File: src/design/kmcd_pkg.sv
`default_nettype none
// ----------------------------------------------------------------------------
// kmcd_pkg
// Shared types and constants of the key matrix change detector.
// ----------------------------------------------------------------------------
package kmcd_pkg;

  localparam int MaxRowsDef = 8;
  localparam int MaxColsDef = 8;

  localparam int LevelW   = 8;  // row / column level vectors
  localparam int CntW     = 4;  // row / column count registers
  localparam int RowNumW  = 3;
  localparam int ColNumW  = 3;
  localparam int KeyIdxW  = 6;
  localparam int CfgAddrW = 4;
  localparam int CfgDataW = 4;

  localparam logic [CfgAddrW-1:0] CfgNumRows = CfgAddrW'(0);
  localparam logic [CfgAddrW-1:0] CfgNumCols = CfgAddrW'(1);

  localparam logic [CntW-1:0] NumRowsRst = CntW'(8);
  localparam logic [CntW-1:0] NumColsRst = CntW'(8);

  typedef enum logic [2:0] {
    ScanIdle,
    ScanRead,
    ScanCmp,
    ScanEmit,
    ScanDone
  } kmcd_state_e;

  typedef struct packed {
    logic [RowNumW-1:0] row_num;
    logic [ColNumW-1:0] col_num;
    logic [KeyIdxW-1:0] key_index;
    logic               released;
  } kmcd_evt_t;

  // scanner -> event buffer
  typedef struct packed {
    logic      push;   // evt is a new key event
    logic      flush;  // sample finished, mark the held event as last
    kmcd_evt_t evt;
  } kmcd_scan_req_t;

endpackage
`default_nettype wire

File: src/design/kmcd_if.sv
`default_nettype none
// ----------------------------------------------------------------------------
// kmcd_if
// Valid/ready channels of the key matrix change detector.
// ----------------------------------------------------------------------------
interface kmcd_in_if;
  logic                        valid;
  logic                        ready;
  logic [kmcd_pkg::LevelW-1:0] row_levels;
  logic [kmcd_pkg::LevelW-1:0] col_levels;

  modport source (output valid, output row_levels, output col_levels, input ready);
  modport sink   (input valid, input row_levels, input col_levels, output ready);
endinterface

interface kmcd_out_if;
  logic                         valid;
  logic                         ready;
  logic [kmcd_pkg::RowNumW-1:0] row_num;
  logic [kmcd_pkg::ColNumW-1:0] col_num;
  logic [kmcd_pkg::KeyIdxW-1:0] key_index;
  logic                         released;
  logic                         last;

  modport source (output valid, output row_num, output col_num, output key_index,
                  output released, output last, input ready);
  modport sink   (input valid, input row_num, input col_num, input key_index,
                  input released, input last, output ready);
endinterface

interface kmcd_cfg_if;
  logic                          valid;
  logic                          ready;
  logic [kmcd_pkg::CfgAddrW-1:0] addr;
  logic [kmcd_pkg::CfgDataW-1:0] data;

  modport source (output valid, output addr, output data, input ready);
  modport sink   (input valid, input addr, input data, output ready);
endinterface
`default_nettype wire

File: src/design/key_matrix_change_detector_top.sv
`default_nettype none
// Path: each event leaves the scanner from the Emit state, then passes the hold register to the output register;
// each event waits in the hold register until the next event or the end of its sample.
// Flow: a new sample is accepted only after the previous one is flushed; each driven row is
// read, compared and written back, and its events leave one per cycle unless stalled.
// Reset: counts return to 8 rows and 8 columns; per-row valid bits make every key read
// as released at once, so no clearing pass is needed.
// ----------------------------------------------------------------------------
// key_matrix_change_detector_top
// Reports every key in a driven row and enabled column that changed in a scan sample, one event per transfer.
// ----------------------------------------------------------------------------
module key_matrix_change_detector_top #(
  parameter int MAX_ROWS = kmcd_pkg::MaxRowsDef,
  parameter int MAX_COLS = kmcd_pkg::MaxColsDef
) (
  input  wire logic  clk_i,
  input  wire logic  rst_ni,
  kmcd_in_if.sink    in_i,
  kmcd_out_if.source out_o,
  kmcd_cfg_if.sink   cfg_i
);

  localparam int CntW = kmcd_pkg::CntW;

  logic [CntW-1:0] num_rows_q, num_cols_q;

  kmcd_pkg::kmcd_scan_req_t scan_req;
  kmcd_pkg::kmcd_evt_t      hold_evt_q, hold_evt_d;
  kmcd_pkg::kmcd_evt_t      out_evt_q, out_evt_d;
  logic hold_v_q, hold_v_d;
  logic out_v_q, out_v_d;
  logic out_last_q, out_last_d;
  logic out_free, buf_rdy, move;

  // configuration
  assign cfg_i.ready = 1'b1;

  always_ff @(posedge clk_i or negedge rst_ni) begin
    if (!rst_ni) begin
      num_rows_q <= kmcd_pkg::NumRowsRst;
      num_cols_q <= kmcd_pkg::NumColsRst;
    end else if (cfg_i.valid) begin
      if (cfg_i.addr == kmcd_pkg::CfgNumRows) begin
        num_rows_q <= CntW'(cfg_i.data);
      end
      if (cfg_i.addr == kmcd_pkg::CfgNumCols) begin
        num_cols_q <= CntW'(cfg_i.data);
      end
    end
  end

  kmcd_scan #(
    .MAX_ROWS (MAX_ROWS),
    .MAX_COLS (MAX_COLS)
  ) u_scan (
    .clk_i        (clk_i),
    .rst_ni       (rst_ni),
    .in_valid_i   (in_i.valid),
    .in_ready_o   (in_i.ready),
    .row_levels_i (in_i.row_levels),
    .col_levels_i (in_i.col_levels),
    .num_rows_i   (num_rows_q),
    .num_cols_i   (num_cols_q),
    .rdy_i        (buf_rdy),
    .req_o        (scan_req)
  );

  // One event is held back so the last one of a sample can be marked.
  always_comb begin
    out_free = !out_v_q || out_o.ready;
    buf_rdy  = !hold_v_q || out_free;
    move     = hold_v_q && buf_rdy && (scan_req.push || scan_req.flush);

    hold_v_d   = hold_v_q;
    hold_evt_d = hold_evt_q;
    if (buf_rdy && scan_req.push) begin
      hold_v_d   = 1'b1;
      hold_evt_d = scan_req.evt;
    end else if (buf_rdy && scan_req.flush) begin
      hold_v_d = 1'b0;
    end

    out_v_d    = out_v_q && !out_o.ready;
    out_evt_d  = out_evt_q;
    out_last_d = out_last_q;
    if (move) begin
      out_v_d    = 1'b1;
      out_evt_d  = hold_evt_q;
      out_last_d = scan_req.flush;
    end
  end

  always_ff @(posedge clk_i or negedge rst_ni) begin
    if (!rst_ni) begin
      hold_v_q <= 1'b0;
      out_v_q  <= 1'b0;
    end else begin
      hold_v_q <= hold_v_d;
      out_v_q  <= out_v_d;
    end
  end

  always_ff @(posedge clk_i) begin
    hold_evt_q <= hold_evt_d;
    out_evt_q  <= out_evt_d;
    out_last_q <= out_last_d;
  end

  assign out_o.valid     = out_v_q;
  assign out_o.row_num   = out_evt_q.row_num;
  assign out_o.col_num   = out_evt_q.col_num;
  assign out_o.key_index = out_evt_q.key_index;
  assign out_o.released  = out_evt_q.released;
  assign out_o.last      = out_last_q;

`ifndef NO_ASSERTIONS
  a_hold_empty_on_accept: assert property (@(posedge clk_i) disable iff (!rst_ni)
    (in_i.valid && in_i.ready) |-> !hold_v_q)
    else $error("new sample accepted while an event is still held");

  a_out_valid_held: assert property (@(posedge clk_i) disable iff (!rst_ni)
    (out_o.valid && !out_o.ready) |=> out_o.valid)
    else $error("event dropped while the receiver stalls");

  a_out_data_held: assert property (@(posedge clk_i) disable iff (!rst_ni)
    (out_o.valid && !out_o.ready) |=> $stable({out_evt_q, out_last_q}))
    else $error("event changed while the receiver stalls");
`endif

endmodule
`default_nettype wire

File: src/design/kmcd_scan.sv
`default_nettype none
// ----------------------------------------------------------------------------
// kmcd_scan
// Row sequencer around the per-row level memory: read, compare, write back,
// then hand out one key event per cycle while the event buffer is ready.
// ----------------------------------------------------------------------------
module kmcd_scan #(
  parameter int MAX_ROWS = kmcd_pkg::MaxRowsDef,
  parameter int MAX_COLS = kmcd_pkg::MaxColsDef
) (
  input  wire logic                          clk_i,
  input  wire logic                          rst_ni,
  input  wire logic                          in_valid_i,
  output      logic                          in_ready_o,
  input  wire logic [kmcd_pkg::LevelW-1:0]   row_levels_i,
  input  wire logic [kmcd_pkg::LevelW-1:0]   col_levels_i,
  input  wire logic [kmcd_pkg::CntW-1:0]     num_rows_i,
  input  wire logic [kmcd_pkg::CntW-1:0]     num_cols_i,
  input  wire logic                          rdy_i,
  output      kmcd_pkg::kmcd_scan_req_t      req_o
);

  localparam int RowIdxW = (MAX_ROWS > 1) ? $clog2(MAX_ROWS) : 1;
  localparam int LevelW  = kmcd_pkg::LevelW;
  localparam int CntW    = kmcd_pkg::CntW;

  kmcd_pkg::kmcd_state_e state_q, state_d;

  logic [CntW-1:0]   row_q, row_d;
  logic [LevelW-1:0] cin_q, cin_d;
  logic [LevelW-1:0] rowlv_q, rowlv_d;
  logic [LevelW-1:0] chg_q, chg_d;

  logic [LevelW-1:0] mem_q [MAX_ROWS];
  logic [MAX_ROWS-1:0] vld_q;
  logic [LevelW-1:0] rdata_q;
  logic              rvld_q;

  logic [CntW-1:0]    rows_eff, cols_eff;
  logic [LevelW-1:0]  col_mask;
  logic [RowIdxW-1:0] idx;
  logic               row_in_use, driven;
  logic               accept, rd_en, wr_en;
  logic [LevelW-1:0]  old_lv;
  logic [kmcd_pkg::ColNumW-1:0] lo_col;
  logic [6:0]         key_prod;

  assign rows_eff = (num_rows_i > CntW'(MAX_ROWS)) ? CntW'(MAX_ROWS) : num_rows_i;
  assign cols_eff = (num_cols_i > CntW'(MAX_COLS)) ? CntW'(MAX_COLS) : num_cols_i;

  always_comb begin
    for (int c = 0; c < LevelW; c++) begin
      col_mask[c] = (CntW'(c) < cols_eff);
    end
  end

  assign idx        = row_q[RowIdxW-1:0];
  assign row_in_use = (row_q < rows_eff);
  assign driven     = ~rowlv_q[row_q[2:0]];
  assign old_lv     = rvld_q ? rdata_q : {LevelW{1'b1}};

  // lowest changed column
  always_comb begin
    lo_col = '0;
    for (int c = LevelW - 1; c >= 0; c--) begin
      if (chg_q[c]) begin
        lo_col = kmcd_pkg::ColNumW'(c);
      end
    end
  end

  assign key_prod = 7'(row_q[2:0]) * 7'(cols_eff);

  // next state
  always_comb begin
    state_d = state_q;
    case (state_q)
      kmcd_pkg::ScanIdle: begin
        if (in_valid_i) begin
          state_d = kmcd_pkg::ScanRead;
        end
      end
      kmcd_pkg::ScanRead: begin
        if (!row_in_use) begin
          state_d = kmcd_pkg::ScanDone;
        end else if (driven) begin
          state_d = kmcd_pkg::ScanCmp;
        end
      end
      kmcd_pkg::ScanCmp: state_d = kmcd_pkg::ScanEmit;
      kmcd_pkg::ScanEmit: begin
        if (chg_q == '0) begin
          state_d = kmcd_pkg::ScanRead;
        end
      end
      kmcd_pkg::ScanDone: begin
        if (rdy_i) begin
          state_d = kmcd_pkg::ScanIdle;
        end
      end
      default: state_d = kmcd_pkg::ScanIdle;
    endcase
  end

  // outputs and datapath
  always_comb begin
    in_ready_o = (state_q == kmcd_pkg::ScanIdle);
    accept     = in_ready_o && in_valid_i;
    rd_en      = (state_q == kmcd_pkg::ScanRead) && row_in_use && driven;
    wr_en      = (state_q == kmcd_pkg::ScanCmp);

    req_o.push          = (state_q == kmcd_pkg::ScanEmit) && (chg_q != '0);
    req_o.flush         = (state_q == kmcd_pkg::ScanDone);
    req_o.evt.row_num   = row_q[2:0];
    req_o.evt.col_num   = lo_col;
    req_o.evt.key_index = kmcd_pkg::KeyIdxW'(key_prod + 7'(lo_col));
    req_o.evt.released  = cin_q[lo_col];

    row_d   = row_q;
    cin_d   = cin_q;
    rowlv_d = rowlv_q;
    chg_d   = chg_q;
    case (state_q)
      kmcd_pkg::ScanIdle: begin
        if (accept) begin
          row_d   = '0;
          cin_d   = col_levels_i;
          rowlv_d = row_levels_i;
        end
      end
      kmcd_pkg::ScanRead: begin
        if (row_in_use && !driven) begin
          row_d = row_q + CntW'(1);
        end
      end
      kmcd_pkg::ScanCmp: chg_d = (old_lv ^ cin_q) & col_mask;
      kmcd_pkg::ScanEmit: begin
        if (chg_q == '0) begin
          row_d = row_q + CntW'(1);
        end else if (rdy_i) begin
          chg_d[lo_col] = 1'b0;
        end
      end
      default: ;
    endcase
  end

  always_ff @(posedge clk_i or negedge rst_ni) begin
    if (!rst_ni) begin
      state_q <= kmcd_pkg::ScanIdle;
      row_q   <= '0;
      chg_q   <= '0;
    end else begin
      state_q <= state_d;
      row_q   <= row_d;
      chg_q   <= chg_d;
    end
  end

  always_ff @(posedge clk_i) begin
    cin_q   <= cin_d;
    rowlv_q <= rowlv_d;
  end

  // level memory, one row per entry
  always_ff @(posedge clk_i) begin
    if (rd_en) begin
      rdata_q <= mem_q[idx];
      rvld_q  <= vld_q[idx];
    end
    if (wr_en) begin
      mem_q[idx] <= cin_q;
    end
  end

  // rows never written read as all released
  always_ff @(posedge clk_i or negedge rst_ni) begin
    if (!rst_ni) begin
      vld_q <= '0;
    end else if (wr_en) begin
      vld_q[idx] <= 1'b1;
    end
  end

`ifndef NO_ASSERTIONS
  a_emit_clears_one: assert property (@(posedge clk_i) disable iff (!rst_ni)
    (req_o.push && rdy_i) |=> ($countones(chg_q) + 1 == $countones($past(chg_q))))
    else $error("event transfer did not clear exactly one changed column");

  a_read_then_cmp: assert property (@(posedge clk_i) disable iff (!rst_ni)
    rd_en |=> (state_q == kmcd_pkg::ScanCmp))
    else $error("memory read not followed by compare");

  a_done_past_rows: assert property (@(posedge clk_i) disable iff (!rst_ni)
    (state_q == kmcd_pkg::ScanDone) |-> (!row_in_use && chg_q == '0))
    else $error("sample finished with rows or events pending");
`endif

endmodule
`default_nettype wire
File: src/flat_wrapper.sv
// flat-port wrapper written by rule: the top's interface ports become plain ports
module key_matrix_change_detector_top_flat 
#(
  parameter int MAX_ROWS = kmcd_pkg::MaxRowsDef,
  parameter int MAX_COLS = kmcd_pkg::MaxColsDef
)
  (clk_i, rst_ni, in_i_valid, in_i_row_levels, in_i_col_levels, in_i_ready, out_o_valid, out_o_row_num, out_o_col_num, out_o_key_index, out_o_released, out_o_last, out_o_ready, cfg_i_valid, cfg_i_addr, cfg_i_data, cfg_i_ready);
  kmcd_in_if in_i_i ();
  kmcd_out_if out_o_i ();
  kmcd_cfg_if cfg_i_i ();
  input  wire logic clk_i;
  input  wire logic rst_ni;
  input wire logic [$bits(in_i_i.valid)-1:0] in_i_valid;
  input wire logic [$bits(in_i_i.row_levels)-1:0] in_i_row_levels;
  input wire logic [$bits(in_i_i.col_levels)-1:0] in_i_col_levels;
  output wire logic [$bits(in_i_i.ready)-1:0] in_i_ready;
  output wire logic [$bits(out_o_i.valid)-1:0] out_o_valid;
  output wire logic [$bits(out_o_i.row_num)-1:0] out_o_row_num;
  output wire logic [$bits(out_o_i.col_num)-1:0] out_o_col_num;
  output wire logic [$bits(out_o_i.key_index)-1:0] out_o_key_index;
  output wire logic [$bits(out_o_i.released)-1:0] out_o_released;
  output wire logic [$bits(out_o_i.last)-1:0] out_o_last;
  input wire logic [$bits(out_o_i.ready)-1:0] out_o_ready;
  input wire logic [$bits(cfg_i_i.valid)-1:0] cfg_i_valid;
  input wire logic [$bits(cfg_i_i.addr)-1:0] cfg_i_addr;
  input wire logic [$bits(cfg_i_i.data)-1:0] cfg_i_data;
  output wire logic [$bits(cfg_i_i.ready)-1:0] cfg_i_ready;
  assign in_i_i.valid = in_i_valid;
  assign in_i_i.row_levels = in_i_row_levels;
  assign in_i_i.col_levels = in_i_col_levels;
  assign in_i_ready = in_i_i.ready;
  assign out_o_valid = out_o_i.valid;
  assign out_o_row_num = out_o_i.row_num;
  assign out_o_col_num = out_o_i.col_num;
  assign out_o_key_index = out_o_i.key_index;
  assign out_o_released = out_o_i.released;
  assign out_o_last = out_o_i.last;
  assign out_o_i.ready = out_o_ready;
  assign cfg_i_i.valid = cfg_i_valid;
  assign cfg_i_i.addr = cfg_i_addr;
  assign cfg_i_i.data = cfg_i_data;
  assign cfg_i_ready = cfg_i_i.ready;
  key_matrix_change_detector_top #(.MAX_ROWS(MAX_ROWS), .MAX_COLS(MAX_COLS)) u_core (.clk_i(clk_i), .rst_ni(rst_ni), .in_i(in_i_i), .out_o(out_o_i), .cfg_i(cfg_i_i));
endmodule
File: config.mk
export PLATFORM = sky130hd
export DESIGN_NAME = key_matrix_change_detector_top_flat
export DESIGN_NICKNAME = d
export VERILOG_FILES = /design/src/design/kmcd_pkg.sv /design/src/design/kmcd_if.sv /design/src/design/key_matrix_change_detector_top.sv /design/src/design/kmcd_scan.sv /design/src/flat_wrapper.sv
export SDC_FILE = /design/constraint.sdc
export NUM_CORES = 1
export LEC_CHECK = 0
export BUFFER_PORTS_ARGS = -buffer_cell sky130_fd_sc_hd__clkbuf_2
export CAP_MARGIN = 15
export CORE_ASPECT_RATIO = 1.2
export CORE_MARGIN = 4
export CORE_UTILIZATION = 48
export DETAILED_ROUTE_END_ITERATION = 10
export GPL_TIMING_DRIVEN = 1
export PLACE_DENSITY_LB_ADDON = 0.1
export RECOVER_POWER = 25
export SLEW_MARGIN = 0
export SYNTH_ARGS = -nofsm -noshare
export SYNTH_HDL_FRONTEND = slang
export SYNTH_SLANG_ARGS = --single-unit
File: constraint.sdc
create_clock -name clk_i -period 4.1 [get_ports clk_i]
set_clock_uncertainty 0.05 [all_clocks]
set_input_delay 0.82 -clock clk_i [delete_from_list [all_inputs] [get_ports clk_i]]
set_output_delay 0.82 -clock clk_i [all_outputs]
set_load 0.03 [all_outputs]
==> report_table.html <==
<table>
<tr><th>Metric</th><th>Value</th></tr>
<tr><th colspan="2">GRT</th></tr>
<tr><td>Global route overflow</td><td>0</td></tr>
<tr><td>Total track usage</td><td>18.8%</td></tr>
<tr><td>Vias in the first global route</td><td>3933</td></tr>
<tr><td>Maximum number of pins on one net before global-route repair</td><td>44</td></tr>
<tr><td>Wire length of the first global-routing pass</td><td>21600 µm</td></tr>
<tr><td>Initial antenna violation count</td><td>0</td></tr>
<tr><th colspan="2">Die</th></tr>
<tr><td>Die Width</td><td>114 µm</td></tr>
<tr><td>Ports placed on the boundary</td><td>46</td></tr>
<tr><td>Die height</td><td>135 µm</td></tr>
<tr><td>Core Rows</td><td>46</td></tr>
<tr><td>Die Outline Area</td><td>15400 µm²</td></tr>
<tr><td>Area of the core region</td><td>13200 µm²</td></tr>
<tr><td>Initial standard-cell utilization of the core</td><td>49.0%</td></tr>
<tr><th colspan="2">Synthesis</th></tr>
<tr><td>Top cell type's share of synthesized area</td><td>54.0%</td></tr>
<tr><td>Nets in the synthesized netlist</td><td>501</td></tr>
<tr><td>Part of the Yosys area used for sequential elements</td><td>66.8%</td></tr>
<tr><td>Syn Area/Cell</td><td>14.2 µm²</td></tr>
<tr><td>Number of synthesized register bits</td><td>149</td></tr>
<tr><td>Synthesis Warnings</td><td>0</td></tr>
<tr><td>Cell taking the most area after synthesis</td><td>sky130_fd_sc_hd__edfxtp_1</td></tr>
<tr><td>Main synth FF type</td><td>sky130_fd_sc_hd__edfxtp_1</td></tr>
<tr><td>Instance count of the mapped netlist</td><td>454</td></tr>
<tr><td>Async set-or-reset flop fraction in the synthesized netlist</td><td>22.1%</td></tr>
<tr><td>Biggest area contributors in the synthesized netlist</td><td>sky130_fd_sc_hd__edfxtp_1 (54%), sky130_fd_sc_hd__dfrtp_1 (12%), sky130_fd_sc_hd__ha_1 (2.9%), sky130_fd_sc_hd__mux4_2 (2.4%), sky130_fd_sc_hd__mux2_2 (2.1%)</td></tr>
<tr><td>Number of different library cells in the post-synthesis netlist</td><td>57</td></tr>
<tr><td>Mapped cell area</td><td>6450 µm²</td></tr>
<tr><td>Post-synth EDFFs</td><td>116</td></tr>
<tr><th colspan="2">Clocking</th></tr>
<tr><td># resized after CTS</td><td>0</td></tr>
<tr><td>Clock Latency Late Sink</td><td>0.42 ns</td></tr>
<tr><td>TritonCTS clock tree</td><td>yes</td></tr>
<tr><td>Number of hold buffers added after CTS</td><td>0</td></tr>
<tr><td>Root Driver</td><td>sky130_fd_sc_hd__clkbuf_16</td></tr>
<tr><td>Deepest level of the CTS H-tree</td><td>4</td></tr>
<tr><td>Clock slew at the register clock pins of the worst setup and hold paths</td><td>0.06 ns</td></tr>
<tr><td>Buffer count from post-CTS setup fixing</td><td>0</td></tr>
<tr><td>Clock Sink Count</td><td>149</td></tr>
<tr><td>Cts bufs inserted</td><td>17</td></tr>
<tr><td>Maximum count of clock buffers along a single path</td><td>2</td></tr>
<tr><th colspan="2">Critical path</th></tr>
<tr><td>Critical path data arrival time</td><td>3.15 ns</td></tr>
<tr><td>Kind of critical path</td><td>flip-flop to flip-flop</td></tr>
<tr><td>Type of destination of the critical path</td><td>flip-flop</td></tr>
<tr><td>Cell type of the slowest stage on the worst timing path</td><td>sky130_fd_sc_hd__fa_1</td></tr>
<tr><td>Type of origin of the critical path</td><td>flip-flop</td></tr>
<tr><td>Top delay family on crit path</td><td>adder cells</td></tr>
<tr><td>Worst-path fanout max</td><td>5</td></tr>
<tr><td>Worst Path Required</td><td>4.21 ns</td></tr>
<tr><td>Buf/Inv on CP</td><td>2</td></tr>
<tr><td>Ordered cell list for the critical path</td><td>nor2b_1, nand2_1, fa_1, inv_1, ha_1, xnor2_1, inv_1, ha_1, a21o_1, a21oi_1, xnor2_1</td></tr>
<tr><td>Slowest stage delay, CP</td><td>0.54 ns</td></tr>
<tr><th colspan="2">Job</th></tr>
<tr><td>Count of max-cap constraint violations</td><td>0</td></tr>
<tr><th colspan="2">Outcome</th></tr>
<tr><td>Result of the run</td><td>complete, no violations</td></tr>
<tr><th colspan="2">Detailed routing</th></tr>
<tr><td>Vias</td><td>3846</td></tr>
<tr><td>Total detailed-routing wirelength</td><td>13600 µm</td></tr>
<tr><td>Number of iterations in the first detailed-routing pass</td><td>5</td></tr>
<tr><td>DRT iter0 DRCs</td><td>211</td></tr>
<tr><td>Remaining DRCs</td><td>0</td></tr>
<tr><td>Post-DR vias/cell</td><td>5.60</td></tr>
<tr><td>Antenna viol nets, final</td><td>0</td></tr>
<tr><td>Per-cell routed wire length</td><td>19.7 µm</td></tr>
<tr><th colspan="2">Power and ir drop</th></tr>
<tr><td>Power per standard cell area</td><td>720 nW/µm²</td></tr>
<tr><td>Leakage</td><td>2.85 nW</td></tr>
<tr><td>Max rail drop VDD</td><td>0.000323 V</td></tr>
<tr><th colspan="2">Worst hold path</th></tr>
<tr><td>Class of the tightest hold or removal check</td><td>flip-flop to flip-flop</td></tr>
<tr><th colspan="2">STA</th></tr>
<tr><td>Final max-slew violation count</td><td>0</td></tr>
<tr><td>Worst slew margin</td><td>36.9%</td></tr>
<tr><td>Setup repair after global routing missed its margin</td><td>no</td></tr>
<tr><td>Share of the clock period used by the worst path</td><td>74.2%</td></tr>
<tr><td>Min Tclk post-route</td><td>3.04 ns</td></tr>
<tr><td>Setup Total Neg Slack</td><td>0 ns</td></tr>
<tr><td>Minimum setup slack in the final design</td><td>1.06 ns</td></tr>
<tr><td>Total of endpoints with negative setup slack in the final report</td><td>0</td></tr>
<tr><td>Final hold viol count</td><td>0</td></tr>
<tr><td>Max frequency</td><td>329 MHz</td></tr>
<tr><td>Transition time of the tightest slew-check pin</td><td>0.938 ns</td></tr>
<tr><th colspan="2">Placement</th></tr>
<tr><td>Number of input and output port buffers inserted</td><td>44</td></tr>
<tr><td>Half-perimeter wire length of the detailed placement result</td><td>9300 µm</td></tr>
<tr><td>Placement-stage worst setup slack</td><td>1.06 ns</td></tr>
<tr><td>Routability congestion estimate from global placement</td><td>0.867</td></tr>
<tr><td>Cell total after placement</td><td>654</td></tr>
<tr><th colspan="2">Final layout</th></tr>
<tr><td>Final standard cell utilization of the core</td><td>56.4%</td></tr>
<tr><td>Area added between synthesis and finish</td><td>15.1%</td></tr>
<tr><td>Most common cell after layout, fill and taps aside</td><td>sky130_fd_sc_hd__edfxtp_1</td></tr>
<tr><td>Diode insertion count for antenna repair</td><td>0</td></tr>
<tr><td>Nets</td><td>553</td></tr>
<tr><td>Layout cells sized above 1</td><td>22.0%</td></tr>
<tr><td>Number of cells in the finished layout apart from fillers</td><td>687</td></tr>
<tr><td>Commonest cells after routing, fill and taps aside</td><td>sky130_fd_sc_hd__edfxtp_1 (116), sky130_fd_sc_hd__clkbuf_2 (44), sky130_fd_sc_hd__dfrtp_1 (31)</td></tr>
</table>
==> Yosys cell counts (3+ instances only) <==
master / count
sky130_fd_sc_hd__edfxtp_1: 116
sky130_fd_sc_hd__dfrtp_1: 31
sky130_fd_sc_hd__nand2_1: 26
sky130_fd_sc_hd__nor2_1: 20
sky130_fd_sc_hd__nor2b_1: 17
sky130_fd_sc_hd__o21ai_0: 17
sky130_fd_sc_hd__ha_1: 15
sky130_fd_sc_hd__inv_1: 15
sky130_fd_sc_hd__a21oi_1: 13
sky130_fd_sc_hd__clkbuf_1: 13
sky130_fd_sc_hd__xnor2_1: 13
sky130_fd_sc_hd__mux2_2: 12
sky130_fd_sc_hd__nand3_1: 11
sky130_fd_sc_hd__and2_1: 9
sky130_fd_sc_hd__mux2i_1: 9
sky130_fd_sc_hd__nand2b_1: 9
sky130_fd_sc_hd__a221oi_1: 8
sky130_fd_sc_hd__and3_1: 8
sky130_fd_sc_hd__mux4_2: 7
sky130_fd_sc_hd__o211ai_1: 6
sky130_fd_sc_hd__nor3_1: 5
sky130_fd_sc_hd__nor4_1: 5
sky130_fd_sc_hd__o22ai_1: 5
sky130_fd_sc_hd__o31ai_1: 5
sky130_fd_sc_hd__or2_2: 5
sky130_fd_sc_hd__a21o_1: 4
sky130_fd_sc_hd__a22oi_1: 4
sky130_fd_sc_hd__or2_1: 4
sky130_fd_sc_hd__buf_1: 3
sky130_fd_sc_hd__fa_1: 3
sky130_fd_sc_hd__o21bai_1: 3
==> state kept, by name (all words and copies together), names as in the netlist <==
register                cells
u_core.num_cols_q           4
u_core.u_scan.state_q       3
u_core.num_rows_q           4
u_core.hold_evt_q          13
u_core.u_scan.rvld_q        1
u_core.out_o.released       1
u_core.u_scan.rowlv_q       8
u_core.out_o.valid          1
u_core.u_scan.cin_q         8
u_core.out_o.key_index      6
u_core.u_scan.rdata_q       8
u_core.u_scan.mem_q        64
u_core.u_scan.vld_q         8
u_core.out_o.last           1
u_core.u_scan.row_q         4
u_core.hold_v_q             1
u_core.out_o.row_num        3
u_core.out_o.col_num        3
u_core.u_scan.chg_q         8
==> path summary, 6_finish.rpt <==
kind | from | end | slack (ns) | depth (start not counted)
max | u_core.num_cols_q[0]$_DFFE_PN0P_ | u_core.hold_evt_q[5]$_DFFE_PP_ | 1.06 | 11
min | u_core.hold_evt_q[2]$_DFFE_PP_ | u_core.out_o.key_index[1]$_DFFE_PP_ | 0.37 | 0
max reg2reg | u_core.num_cols_q[0]$_DFFE_PN0P_ | u_core.hold_evt_q[5]$_DFFE_PP_ | 1.06 | 11
min reg2reg | u_core.hold_evt_q[2]$_DFFE_PP_ | u_core.out_o.key_index[1]$_DFFE_PP_ | 0.37 | 0
max in group asynchronous | rst_ni | u_core.u_scan.row_q[2]$_DFFE_PN0P_ | 2.98 | 1
min in group asynchronous | rst_ni | u_core.u_scan.vld_q[0]$_DFFE_PN0P_ | 0.46 | 1
==> worst register-to-register path: cells and delay by family (launching register included) <==
kind	cells	cell delay [ns]
adders and majority gates	3	1.15
xor gates and xnor gates	2	0.39
AOI/OAI and AO/OA	2	0.33
buffers and inverters	2	0.12
and+or+nand+nor	2	0.34
DFF	1	0.41
==> cell type report <==
class	count	area, µm²
fillers	1048	5750
flip-flops and latches	149	4310
multi-input cells	269	1990
clock buffers	17	425
repair buffers	52	280
well taps	168	210
clock inverters	15	144
inverters	17	63.8
==> per-stage QoR <==
| stage | hold slack, ns | power [W] | instance area (µm²) |
|---|---|---|---|
| after global routing | 0.370 | 0.00565 | 7430 |
| after detailed placement | 0.355 | 0.00388 | 6850 |
| after floorplan | 0.350 | 0.00339 | 6450 |
| after CTS | 0.369 | 0.00539 | 7420 |
| final | 0.367 | 0.00535 | 7430 |
| after global placement | 0.354 | 0.00385 | 6850 |
==> cell families after synthesis <==
| family | count (synthesis) | share of synthesized area [%] |
|---|---|---|
| mux | 29 | 6.17 |
| simple gates | 126 | 10.3 |
| xor+xnor | 14 | 1.90 |
| flops | 149 | 66.8 |
| buf+inv | 36 | 2.29 |
| compound gates | 81 | 8.67 |
| other cells | 1 | 0.0581 |
| fa+ha+maj | 18 | 3.84 |
==> report_power, final <==
| group | internal, W | total (W) | switching (W) |
|---|---|---|---|
| Combinational | 0.000617 | 0.00157 | 0.000948 |
| Clock | 0.000852 | 0.00151 | 0.000657 |
| Sequential | 0.00205 | 0.00227 | 0.000219 |
==> per-layer routing <==
metal  share of wire (%)  wire length (µm)  global-route usage [%]  vias to the layer above
met5                   0                 0                       0                        -
met4                 2.3               307                    7.26                        0
met3                 4.0               536                    3.54                       21
met2                  52              7080                    32.9                       90
met1                  42              5630                    23.1                     1926
li1                    -                 -                       -                     1809
Note: power is estimated with default switching activity, not from simulation.
